### src/hdl/kpa_pkg.sv
// Shared types and constants for the keypad alarm controller.
// No dependencies; imported by every module of the block.
package kpa_pkg;

  localparam logic [2:0] KIND_KEY   = 3'd0;
  localparam logic [2:0] KIND_SOUND = 3'd1;
  localparam logic [2:0] KIND_ECHO  = 3'd2;
  localparam logic [2:0] KIND_TICK  = 3'd3;
  localparam logic [2:0] KIND_IDLE  = 3'd4;

  localparam logic [3:0] KEY_A = 4'd3;

  localparam logic [15:0] NEAR_LIMIT_RESET = 16'd888;

  typedef enum logic [1:0] {
    MODE_SET_CODE  = 2'd0,
    MODE_UNARMED   = 2'd1,
    MODE_ARMED     = 2'd2,
    MODE_TRIGGERED = 2'd3
  } mode_t;

  typedef struct packed {
    logic [2:0]  kind;
    logic [3:0]  key_index;
    logic [15:0] echo_width_us;
  } in_item_t;

  typedef struct packed {
    logic [1:0] alarm_mode;
    logic       led_on;
    logic       buzzer_on;
    logic       mic_enabled;
    logic       backlight;
    logic       digit_taken;
    logic       code_wrong;
    logic       entry_open;
  } out_item_t;

  typedef struct packed {
    logic       valid;
    logic [3:0] value;
  } digit_t;

  // keypad layout: 1 2 3 A / 4 5 6 B / 7 8 9 C / * 0 # D
  function automatic digit_t key_digit(input logic [3:0] key);
    digit_t d;
    d = '{valid: 1'b1, value: 4'd0};
    case (key)
      4'd0:    d.value = 4'd1;
      4'd1:    d.value = 4'd2;
      4'd2:    d.value = 4'd3;
      4'd4:    d.value = 4'd4;
      4'd5:    d.value = 4'd5;
      4'd6:    d.value = 4'd6;
      4'd8:    d.value = 4'd7;
      4'd9:    d.value = 4'd8;
      4'd10:   d.value = 4'd9;
      4'd13:   d.value = 4'd0;
      default: d.valid = 1'b0;
    endcase
    return d;
  endfunction

endpackage

### src/hdl/kpa_core.sv
// Mode machine and code storage of the keypad alarm controller.
// Depends on kpa_pkg; updates its state on each word that advances.
module kpa_core
  import kpa_pkg::*;
#(
  parameter int CODE_DIGITS = 4
) (
  input  logic      clk,
  input  logic      rst,
  input  logic      fire,
  input  in_item_t  item,
  input  logic [15:0] near_limit,
  output out_item_t result
);

  localparam int CW = (CODE_DIGITS > 1) ? $clog2(CODE_DIGITS) : 1;
  localparam logic [CW-1:0] LAST = CW'(CODE_DIGITS - 1);

  mode_t mode, mode_next;
  logic [CW-1:0] count, count_next;
  logic entering, entering_next;
  logic led, led_next;
  logic buzzer, buzzer_next;
  logic mic, mic_next;
  logic backlight, backlight_next;
  logic store_we, entry_we;
  logic taken, wrong, match;
  digit_t dig;

  logic [3:0] stored_code  [CODE_DIGITS];
  logic [3:0] entered_code [CODE_DIGITS];

  always_ff @(posedge clk) begin
    if (rst) begin
      mode      <= MODE_SET_CODE;
      count     <= '0;
      entering  <= 1'b0;
      led       <= 1'b0;
      buzzer    <= 1'b0;
      mic       <= 1'b0;
      backlight <= 1'b1;
    end else if (fire) begin
      mode      <= mode_next;
      count     <= count_next;
      entering  <= entering_next;
      led       <= led_next;
      buzzer    <= buzzer_next;
      mic       <= mic_next;
      backlight <= backlight_next;
    end
  end

  always_ff @(posedge clk) begin
    if (fire && store_we) begin
      stored_code[count] <= dig.value;
    end
    if (fire && entry_we) begin
      entered_code[count] <= dig.value;
    end
  end

  assign dig = key_digit(item.key_index);

  always_comb begin
    match = 1'b1;
    for (int i = 0; i < CODE_DIGITS; i++) begin
      if (i == CODE_DIGITS - 1) begin
        if (dig.value != stored_code[i]) match = 1'b0;
      end else begin
        if (entered_code[i] != stored_code[i]) match = 1'b0;
      end
    end
  end

  always_comb begin
    mode_next      = mode;
    count_next     = count;
    entering_next  = entering;
    led_next       = led;
    buzzer_next    = buzzer;
    mic_next       = mic;
    backlight_next = backlight;
    store_we       = 1'b0;
    entry_we       = 1'b0;
    taken          = 1'b0;
    wrong          = 1'b0;
    case (item.kind)
      KIND_KEY: begin
        backlight_next = 1'b1;
        if (mode == MODE_SET_CODE) begin
          if (dig.valid) begin
            store_we = 1'b1;
            taken    = 1'b1;
            if (count == LAST) begin
              count_next = '0;
              mode_next  = MODE_UNARMED;
            end else begin
              count_next = count + 1'b1;
            end
          end
        end else if (entering) begin
          if (dig.valid) begin
            entry_we = 1'b1;
            taken    = 1'b1;
            if (count == LAST) begin
              count_next    = '0;
              entering_next = 1'b0;
              if (match) begin
                if (mode == MODE_UNARMED) begin
                  mode_next = MODE_ARMED;
                  mic_next  = 1'b1;
                end else begin
                  if (mode == MODE_TRIGGERED) begin
                    buzzer_next = 1'b0;
                    led_next    = 1'b0;
                  end
                  mode_next = MODE_UNARMED;
                end
              end else begin
                wrong = 1'b1;
              end
            end else begin
              count_next = count + 1'b1;
            end
          end
        end else if (item.key_index == KEY_A) begin
          entering_next = 1'b1;
        end
      end
      KIND_SOUND, KIND_ECHO: begin
        if (item.kind == KIND_SOUND) mic_next = 1'b0;
        if (mode == MODE_ARMED &&
            (item.kind == KIND_SOUND || item.echo_width_us <= near_limit)) begin
          mode_next     = MODE_TRIGGERED;
          led_next      = 1'b1;
          buzzer_next   = 1'b1;
          mic_next      = 1'b0;
          count_next    = '0;
          entering_next = 1'b0;
        end
      end
      KIND_TICK: begin
        if (mode == MODE_TRIGGERED) led_next = ~led;
      end
      KIND_IDLE: begin
        if (backlight) begin
          backlight_next = 1'b0;
          count_next     = '0;
          entering_next  = 1'b0;
        end
      end
      default: ;
    endcase
  end

  always_comb begin
    result.alarm_mode  = mode_next;
    result.led_on      = led_next;
    result.buzzer_on   = buzzer_next;
    result.mic_enabled = mic_next;
    result.backlight   = backlight_next;
    result.digit_taken = taken;
    result.code_wrong  = wrong;
    result.entry_open  = entering_next;
  end

endmodule

### src/hdl/keypad_alarm_controller_top.sv
// An accepted word waits in the input register; its result is registered into out_word.
// Throughput: one word per cycle; in_stall rises only while out_stall holds
// a full output register and a full input register.
// Reset (rst, synchronous, active high): set-code mode, backlight on,
// LED/buzzer/microphone off, near echo limit 888, both stages empty.
// Top level of the keypad alarm controller: input register, mode machine,
// result register and the echo limit register. Depends on kpa_pkg, kpa_core.
module keypad_alarm_controller_top
  import kpa_pkg::*;
#(
  parameter int CODE_DIGITS = 4
) (
  input  logic        clk,
  input  logic        rst,
  input  logic        in_valid,
  output logic        in_stall,
  input  in_item_t    in_word,
  output logic        out_valid,
  input  logic        out_stall,
  output out_item_t   out_word,
  input  logic        cfg_valid,
  output logic        cfg_ready,
  input  logic [15:0] cfg_data
);

  logic        s1_valid;
  in_item_t    s1_item;
  logic        advance;
  logic [15:0] near_limit;
  out_item_t   result;

  assign cfg_ready = 1'b1;
  assign advance   = s1_valid && (!out_valid || !out_stall);
  assign in_stall  = s1_valid && !advance;

  always_ff @(posedge clk) begin
    if (rst) begin
      near_limit <= NEAR_LIMIT_RESET;
    end else if (cfg_valid && cfg_ready) begin
      near_limit <= cfg_data;
    end
  end

  always_ff @(posedge clk) begin
    if (rst) begin
      s1_valid <= 1'b0;
    end else if (in_valid && !in_stall) begin
      s1_valid <= 1'b1;
    end else if (advance) begin
      s1_valid <= 1'b0;
    end
  end

  always_ff @(posedge clk) begin
    if (in_valid && !in_stall) begin
      s1_item <= in_word;
    end
  end

  kpa_core #(
    .CODE_DIGITS(CODE_DIGITS)
  ) u_core (
    .clk        (clk),
    .rst        (rst),
    .fire       (advance),
    .item       (s1_item),
    .near_limit (near_limit),
    .result     (result)
  );

  always_ff @(posedge clk) begin
    if (rst) begin
      out_valid <= 1'b0;
    end else if (advance) begin
      out_valid <= 1'b1;
    end else if (!out_stall) begin
      out_valid <= 1'b0;
    end
  end

  always_ff @(posedge clk) begin
    if (advance) begin
      out_word <= result;
    end
  end

endmodule

### config.mk
export PLATFORM = sky130hd
export DESIGN_NAME = keypad_alarm_controller_top
export DESIGN_NICKNAME = d
export VERILOG_FILES = /design/src/hdl/kpa_pkg.sv /design/src/hdl/kpa_core.sv /design/src/hdl/keypad_alarm_controller_top.sv
export SDC_FILE = /design/constraint.sdc
export NUM_CORES = 1
export LEC_CHECK = 0
export BUFFER_PORTS_ARGS = -buffer_cell sky130_fd_sc_hd__clkbuf_2
export CAP_MARGIN = 10
export CORE_MARGIN = 5
export CORE_UTILIZATION = 50
export DETAILED_ROUTE_END_ITERATION = 10
export GPL_TIMING_DRIVEN = 0
export PLACE_DENSITY_LB_ADDON = 0.25
export SYNTH_ARGS = -nofsm -noshare
export SYNTH_HDL_FRONTEND = slang
export SYNTH_SLANG_ARGS = --single-unit
### constraint.sdc
create_clock -name clk -period 4.7 [get_ports clk]
set_input_delay 1.175 -clock clk [delete_from_list [all_inputs] [get_ports clk]]
set_output_delay 1.175 -clock clk [all_outputs]
set_load 0.01 [all_outputs]
; ---- Word level (Yosys, flattened, before mapping)
; Memories as Yosys holds them, arrays and structs flattened.
; Cells that the tools add are included.
; Widths: inputs -> output; s select.
[op_classes]
add_sub_neg = 1
n_mul = 0
div_mod_pow = 0
n_lt_le_gt_ge = 1
n_eq_ne = 26
shifts = 0
mux = 76
n_bitwise = 5
reduce_logical = 21
[op_table]
columns = operator, n
row1 = $mux 1, 53
row2 = $pmux 4 s9, 1
row3 = $mux 2, 15
row4 = $eq 4x4->1 const B, 4
row5 = $le 16x16->1, 1
row6 = $ne 4x4->1, 4
row7 = $eq 4x3->1 const B, 3
row8 = $reduce_or 10->1, 1
row9 = $eq 4x2->1 const B, 2
row10 = $eq 2x2->1 const B, 3
row11 = $eq 3x2->1 const B, 2
row12 = $logic_and 1x1->1, 6
row13 = $ne 2x1->1 const B, 3
row14 = $pmux 1 s2, 3
row15 = $pmux 1 s3, 2
row16 = $pmux 2 s3, 1
row17 = $not 1->1, 5
row18 = $reduce_and 5->1, 1
row19 = $reduce_or 5->1, 1
row20 = $eq 4x1->1 const B, 1
row21 = $logic_not 1->1, 4
row22 = $logic_not 4->1, 1
row23 = $pmux 2 s2, 1
row24 = $eq 3x1->1 const B, 1
row25 = 10 further kinds, 11
[totals]
reg_bits = 59
latch_bits = 0
mem_bits_rw = 32
mem_bits_ro = 0
mem_count = 2
[mem_list]
columns = name, depth, width, rd, rd_ports_with_merged_regs, write_ports, line
row1 = u_core.entered_code, 4, 4, 3, 0, 1, kpa_core.sv:31  ; logic [3:0] entered_code [CODE_DIGITS];
row2 = u_core.stored_code, 4, 4, 4, 0, 1, kpa_core.sv:30  ; logic [3:0] stored_code [CODE_DIGITS];

; ---- Logic depth before layout (Yosys ltp)
; Gate-level depths: netlist of run 1.
; An unclocked memory read counts as a cell.
[depth]
word_depth = 12
ltp_mapped = 9
mapped_depth_nobuf = 9

; ---- By module
; From an unflattened synthesis of run 1, not the netlist that was laid out.
[hier_totals]
cells_unflattened = 360
area_unflattened_um2 = 4214.0
[modules_own_cells]
columns = mod, instances, cells_per_inst, area_per_inst_um2, seq_area_each_um2
row1 = kpa_core, 1, 264, 2566.2, 1021.0
row2 = keypad_alarm_controller_top, 1, 96, 1647.8, 1321.3

; ---- Worst setup path after synthesis of run 1
; OpenSTA, ideal clock, no wires.
[synth_path]
kind = input port to flip-flop
from = input port out_stall
to = register s1_item[0] (netlist bit) (enable)
setup_ns = 0.405
arrival_time_ns = 2.471
t_required_ns = 4.295
path_slack_ns = 1.824
cell_stages = 2
cell_sequence = and3_1 -> nor2b_1
[synth_via]
elab_chain_cells = 7
[synth_rtl]
columns = item, line
row1 = from (decl), keypad_alarm_controller_top.sv:19  ; input logic out_stall,
row2 = $logic_not 1->1, --
row3 = $logic_or 1x1->1, keypad_alarm_controller_top.sv:33  ; assign advance = s1_valid && (!out_valid || !out_stall);
row4 = $logic_and 1x1->1, keypad_alarm_controller_top.sv:33
row5 = $logic_not 1->1, keypad_alarm_controller_top.sv:34  ; assign in_stall = s1_valid && !advance;
row6 = $logic_and 1x1->1, keypad_alarm_controller_top.sv:34
row7 = $logic_not 1->1, keypad_alarm_controller_top.sv:55  ; if (in_valid && !in_stall) begin
row8 = $logic_and 1x1->1, keypad_alarm_controller_top.sv:55
row9 = to (signal assigned), keypad_alarm_controller_top.sv:56  ; s1_item <= in_word;
row10 = to (decl), keypad_alarm_controller_top.sv:27  ; in_item_t s1_item;
; No other way between the ends.
; A chain may end at the register's enable or synchronous reset.

; ---- Worst setup path after layout of run 1
[layout_path]
from = register s1_item[13] (netlist bit)
to = register u_core.count[0]
[layout_via]
elab_chain_cells = 5
[layout_rtl]
columns = item, line
row1 = $le 16x16->1, kpa_core.sv:133  ; (item.kind == KIND_SOUND || item.echo_width_us <= near_limit)) begin
row2 = $logic_or 1x1->1, kpa_core.sv:133
row3 = $logic_and 1x1->1, kpa_core.sv:132  ; if (mode == MODE_ARMED &&
row4 = $ne 2x1->1 (no source line), --
row5 = $reduce_and 5->1 (no source line), --
row6 = to (signal assigned), kpa_core.sv:44  ; count <= count_next;
row7 = to (decl), kpa_core.sv:20  ; logic [CW-1:0] count, count_next;
; No other way between the ends.

==> flow_summary_export.csv, run 1 <==
group,metric,value,unit
setup_path,start_kind,"flop",
route,dr.first_iter.drc_count,94,
synthesis,synth_cell_types,60,
min_path,hp-class,"reg -> reg",
grt,grtUsageMet2,27.11,%
run_status,status,"completed",
synthesis,syn_inst,364,
grt,grt_max_degree,19,
grt,grt_use_met1,20.57,%
min_path,worstHoldEndpoint,"near_limit[4]",
layout,nets,493,
floorplan,initial_core_util,50.98,%
synthesis,ys_seq_elements,87,
grt,track_usage,16.23,%
placement,routabilityCongestion,0.8617,
synthesis,synth-seq-area-share,56.20,%
grt,top_usage_layer,"met2",
synthesis,syn_avg_cell_area,11.45,um2
setup_path,r2r_start,"s1_item[13]",
clock_network,clkTransAtPathRegs,0.09,ns
setup_path,worstReg2RegEnd,"u_core.count[0]",
floorplan,die_h,101.3,um
floorplan,die_w,101.3,um
setup_path,path_class,"reg -> reg",
timing,finClkSkew,0.01340,ns
clock_network,clock_latency,0.35,ns
setup_path,cp.arrival,3.14,ns
grt,grt_pass1_wl,13090,um
clock_network,cts_tree,"done",
timing,max_freq,344.1,MHz
placement,place_hpwl,5855,um
timing,slew_violations,0,
clock_network,root_buffer,"clkbuf_8",
route,first_pass_iters,4,
synthesis,ys_warn_count,0,
setup_path,reg2regPathDepth,8,
floorplan,io_pins,56,
placement,port_buffers,52,
clock_network,hold_buffers,0,
timing,setup_viol_count_final,0,
grt,grt_pass1_vias,2869,
grt,antenna_found_initial,0,
synthesis,ys.flop_type,"edfxtp_1",
synthesis,post-synth-top-count-cell,"edfxtp_1",
floorplan,fp.coreArea,0.008175,mm2
setup_path,endpoint_kind,"flop",
power_and_ir_drop,peakVddDrop,0.1971,mV
timing,fin_tns_setup,0,ns
route,vias,2853,
route,routedWlPerCell,14.48,um
floorplan,dieArea,0.01026,mm2
setup_path,rrSetupSlack,1.79,ns
layout,antenna_cells,0,
synthesis,synth_area,0.004168,mm2
synthesis,synth_nets,429,
layout,area_delta_synth_final,13.96,%
timing,grt_setup_unrepaired,"false",
setup_path,cp_slowest_cell,"o31ai_1",
synthesis,ys_top_cells_by_count,"60 x edfxtp_1, 29 x nor2_1, 27 x dfxtp_1, 27 x nand2_1, 26 x inv_1",
setup_path,required,4.94,ns
route,wirelength,7791,um
timing,slew_headroom,52.47,%
layout,fill_cells,695,
floorplan,rows,33,
grt,grtUsageMet3,4.063,%
grt,grt_overflow,0,
route,antenna_left,0,
timing,worstMarginPinSlew,0.7069,ns
power_and_ir_drop,finalPower,1468,uW
setup_path,crit_chain,"ha_1 -> nand4_1 -> nor3_1 -> or4_1 -> o31ai_1 -> a21oi_1 -> nor2_1 -> mux2_2",
min_path,hold_depth,2,
synthesis,synth.top_cell.area_share,43.23,%
setup_path,cpPeakStageDelay,0.60,ns
layout,drive_gt1_share,21.25,%
clock_network,clock_path_buffers,2,
min_path,hold_path.startpoint,"near_limit[4]",
setup_path,worst-path-buf-inv,0,
clock_network,numCtsBuffers,9,
clock_network,cts_resized,0,
timing,hold_violations,0,
clock_network,h-tree-depth,3,
synthesis,synth_edf_count,60,
route,via_per_inst,5.303,
setup_path,cp_max_fo,6,
synthesis,synth_top_cell_by_area,"edfxtp_1",
timing,fin_crit,2.906,ns
timing,fin_crit_sh,61.82,%
power_and_ir_drop,p_leak,0.001855,uW
setup_path,crit_family,"simple AND/OR/NAND/NOR gates",
run,cap_violations,0,
synthesis,synthTopCellsByArea,"edfxtp_1 43%, dfxtp_1 13%, ha_1 6.3%",
power_and_ir_drop,powerDensity,309.2,mW/mm2
synthesis,ys_async_sr_fraction,0,%
clock_network,cts_num_sinks,87,
clock_network,post_cts_buffers,0,
route,post-route-drc-count,0,
==> worst min-delay path: cells and delay by family, from the launching register on <==
kind / cells / cell delay (ns)
flip-flops: 1 / 0.30
AO/OA/AOI/OAI: 1 / 0.08
buffers and inverters: 1 / 0.06
==> cell usage in the layout (no fill, tap or decap), types with 8 or more instances in the layout <==
cell	count
clkbuf_1	8
mux2i_1	11
nor2_1	29
clkbuf_8	13
ha_1	21
dfxtp_1	27
o21ai_0	13
nand2_1	27
inv_1	26
edfxtp_1	60
nand4_1	9
clkbuf_2	52
a21oi_1	24
nor3_1	10
xor2_1	14
and2_1	8
==> cell families (layout without fill, tap and decap cells) <==
family,after synthesis,after routing,share of synthesized area (%)
adders and majority gates,22,22,6.575
DFF,87,87,56.20
other,1,1,0.08998
xor gates and xnor gates,15,15,3.152
and+or+nand+nor,113,113,14.53
AOI/OAI and AO/OA,70,70,11.05
muxes,13,13,3.182
buffers and inverters,43,112,5.223
==> layer usage <==
metal | share of wire [%] | up-vias
li1 | - | 1449
met3 | 5.8 | 8
met4 | 1.4 | 0
met2 | 49 | 66
met1 | 44 | 1330
met5 | 0 | -
==> where the power goes <==
group	switching [uW]	leakage (uW)	internal, uW
Sequential	12.6	0.000785	846
Combinational	82.0	0.000991	62.5
Clock	271	0.0000789	194
Total	366	0.00185	1100
==> registers in the layout, indices dropped and copies added, names as in the netlist <==
name and flops:
u_core.count 2, out_word 9, s1_item 23, u_core.buzzer 1, u_core.backlight 1, u_core.mic 1, out_valid 1, s1_valid 1
u_core.entered_code 12, u_core.stored_code 16, u_core.entering 1, u_core.mode 2, near_limit 16, u_core.led 1
==> layout make-up <==
| class | instances | area, um2 | share of cell area, % |
|---|---|---|---|
| repair buffers | 53 | 275.3 | 5.796 |
| inverters | 27 | 101.3 | 2.134 |
| multi-input cells | 234 | 1610 | 33.90 |
| plain buffers | 16 | 116.4 | 2.450 |
| well taps | 105 | 131.4 | 2.766 |
| flip-flops and latches | 87 | 2342 | 49.32 |
| clock buffers | 10 | 127.6 | 2.687 |
| clock inverters | 6 | 45.04 | 0.9484 |
==> how the worst max path moves through the flow <==
stage,start,end,slack (ns),cells past startpoint
after global placement,out_stall,s1_item[5],1.29,3
after detailed placement,out_stall,u_core.count[0],1.79,7
after floorplan,out_stall,s1_item[0],1.82,2
after global routing,s1_item[13],u_core.count[0],1.58,8
after CTS,s1_item[13],u_core.count[0],1.76,8
final,s1_item[13],u_core.count[0],1.79,8
==> stage by stage <==
step | instance area (um2) | setup WS, ns | hold slack (ns) | std cells | util, %
after detailed placement | 4577 | 1.789 | 0.4805 | 522 | 55.98
after floorplan | 4168 | 1.824 | 0.4507 | 364 | -
after global routing | 4750 | 1.580 | 0.5123 | 538 | 58.10
after global placement | 4559 | 1.294 | 0.4643 | 521 | 55.77
final | 4750 | 1.794 | 0.4882 | 538 | 58.10
after CTS | 4750 | 1.762 | 0.4929 | 538 | 58.10
Power figures use the tool's default switching activity.
==> inputs of run 2 (changes only) <==
clock period = 2.5 ns   (was 4.7 ns; I/O delays follow)
==> run 2 against run 1 <==
- the flow now finishes with violations (negative setup slack)
- design area up 5.3%
- critical path depth up 1
- global-route usage up 0.32 points
- setup slack worse by 1.8 ns
- sequential power up 89%
- clock skew down 0.0015 ns
- first-iteration DRC count down 4.3%
- largest cell class unchanged
==> flow_summary_export.csv, run 2 (synthesis gave the netlist of run 1 again) <==
group,metric,value,unit
floorplan,initial_core_util,50.98,%
power_and_ir_drop,finalPower,2810,uW
grt,grt_pass1_vias,2888,
layout,drive_gt1_share,29.28,%
run_status,violations,"negative setup slack",
min_path,worstHoldEndpoint,"s1_item[12]",
setup_path,required,2.59,ns
layout,largest-register,"s1_item",
layout,final_cell_mix,"60 x edfxtp_1, 52 x clkbuf_2, 28 x nor2_1",
route,vias,2958,
power_and_ir_drop,p_sw,709.0,uW
floorplan,dieArea,0.01026,mm2
placement,place_hpwl,5855,um
clock_network,cts_tree,"done",
setup_path,worstReg2RegEnd,"out_word[0]",
grt,antenna_found_initial,0,
setup_path,reg2regPathDepth,9,
min_path,hold_path.startpoint,"in_word[12]",
clock_network,numCtsBuffers,9,
min_path,hold_depth,1,
setup_path,rrSetupSlack,-0.05,ns
timing,slew_violations,0,
setup_path,path_class,"reg -> reg",
timing,hold_violations,0,
power_and_ir_drop,peakVddDrop,0.4117,mV
layout,antenna_cells,0,
timing,setup_viol_count_final,5,
timing,slew_headroom,53.97,%
floorplan,fp.coreArea,0.008175,mm2
timing,worst_slack,-0.05241,ns
route,via_per_inst,5.388,
floorplan,io_pins,56,
floorplan,die_h,101.3,um
layout,largest_reg_flops,23,
route,post-route-drc-count,0,
placement,dp_slack,-0.3773,ns
grt,grt_overflow,0,
clock_network,clock_latency,0.36,ns
setup_path,endpoint_kind,"flop",
timing,worstMarginPinSlew,0.6904,ns
setup_path,cp_max_fo,5,
grt,grt_pass1_wl,13320,um
clock_network,cts_num_sinks,87,
timing,fin_crit,2.552,ns
timing,fin_crit_sh,102.1,%
power_and_ir_drop,power_frac_seq,57.6,%
route,dr.first_iter.drc_count,90,
min_path,hp-class,"in -> reg",
power_and_ir_drop,power.share.combinational,11.5,%
power_and_ir_drop,p_int,2101,uW
placement,routabilityCongestion,0.8617,
layout,final_common_cell,"edfxtp_1",
route,antenna_left,0,
grt,track_usage,16.55,%
grt,grt_max_degree,19,
power_and_ir_drop,powerDensity,561.7,mW/mm2
power_and_ir_drop,p_sw_share,25.23,%
setup_path,start_kind,"flop",
layout,fill_cells,667,
layout,nets,504,
run_status,status,"finished with violations",
run,cap_violations,0,
clock_network,root_buffer,"clkbuf_8",
clock_network,clkTransAtPathRegs,0.09,ns
timing,finClkSkew,0.01195,ns
floorplan,rows,33,
clock_network,h-tree-depth,3,
setup_path,cp.arrival,2.65,ns
floorplan,die_w,101.3,um
timing,grt_setup_unrepaired,"true",
route,routedWlPerCell,15.16,um
clock_network,clock_path_buffers,2,
timing,max_freq,391.8,MHz
layout,reg.largest.list,"s1_item: 23 flops, near_limit: 16 flops, u_core.stored_code: 16 flops",
setup_path,r2r_start,"s1_item[15]",
route,first_pass_iters,4,
route,wirelength,8321,um
power_and_ir_drop,p_leak,0.001930,uW
power_and_ir_drop,power_frac_clock,31.0,%
layout,area_delta_synth_final,20.05,%
placement,port_buffers,52,
## run 2: cell types whose count changed in the layout (fill, tap and decap cells not counted), moves of 2 or more
cell,change
a21oi_1,-6
a21oi_2,+5
ha_4,+4
or4_4,+2
dfxtp_2,+4
nor3_1,-2
or4_1,-2
dfxtp_1,-4
nor3_2,+2
buf_4,+10
ha_1,-4
## run 2: repair_timing
action                                 CTS  global route
endpoints found under the hold margin    0             0
hold buffers                             0             0
buffers inserted                         7             4
setup endpoints to repair               14            20
pin swaps                               16             7
gates resized for setup                 16            19
## run 2: worst max-delay path by stage
stage,startpoint,to,slack [ns],cells after the start
after floorplan,s1_item[13],u_core.count[0],0.02,8
after global placement,s1_item[13],u_core.count[0],-0.37,8
after detailed placement,s1_item[13],u_core.count[0],-0.38,8
after CTS,s1_item[12],u_core.count[0],-0.05,8
after global routing,s1_item[12],u_core.mode[0],-0.13,10
final,s1_item[15],out_word[0],-0.05,9
## run 2: metrics by stage
| step | instance area, um2 | std cells | utilization (%) | hold WS [ns] | TNS, ns |
|---|---|---|---|---|---|
| after floorplan | 4168 | 364 | - | 0.4507 | 0 |
| after global placement | 4559 | 521 | 55.77 | 0.4643 | -10.54 |
| after detailed placement | 4577 | 522 | 55.98 | 0.4805 | -3.006 |
| after CTS | 4877 | 545 | 59.66 | 0.4257 | -0.05369 |
| after global routing | 5004 | 549 | 61.20 | 0.4168 | -1.002 |
| final | 5004 | 549 | 61.20 | 0.4366 | -0.1299 |
## run 2: per-layer routing
metal,routed length (um),global-route usage [%],vias to the layer above
met5,0,0,-
met4,118,5.521,0
met3,436,3.926,10
met2,4205,28.17,73
met1,3561,20.74,1406
li1,-,-,1469
## run 2: cell type report
| class | instances | area (um2) | area share [%] |
|---|---|---|---|
| plain buffers | 16 | 116.4 | 2.326 |
| clock buffers | 10 | 127.6 | 2.551 |
| clock inverters | 6 | 45.04 | 0.9002 |
| inverters | 27 | 101.3 | 2.026 |
| multi-input cells | 234 | 1773 | 35.43 |
| flip-flops and latches | 87 | 2347 | 46.91 |
| well taps | 105 | 131.4 | 2.626 |
| repair buffers | 64 | 361.6 | 7.227 |
## run 2: power groups by stage
| stage | sequential, uW | clock, uW | combinational [uW] |
|---|---|---|---|
| floorplan | 1650 | 0 | 178 |
| global placement | 1650 | 0 | 262 |
| detailed placement | 1650 | 0 | 273 |
| CTS | 1620 | 887 | 301 |
| global route | 1620 | 951 | 357 |
| finish | 1620 | 871 | 322 |
## run 2: worst max-delay path, stage by stage, from the launching register on
cell	delay (ns)
edfxtp_1	0.44
ha_4	0.24
nand4_1	0.17
buf_4	0.15
nor3_2	0.05
or4_4	0.50
o31ai_4	0.29
and2_1	0.18
maj3_2	0.20
a21oi_2	0.06
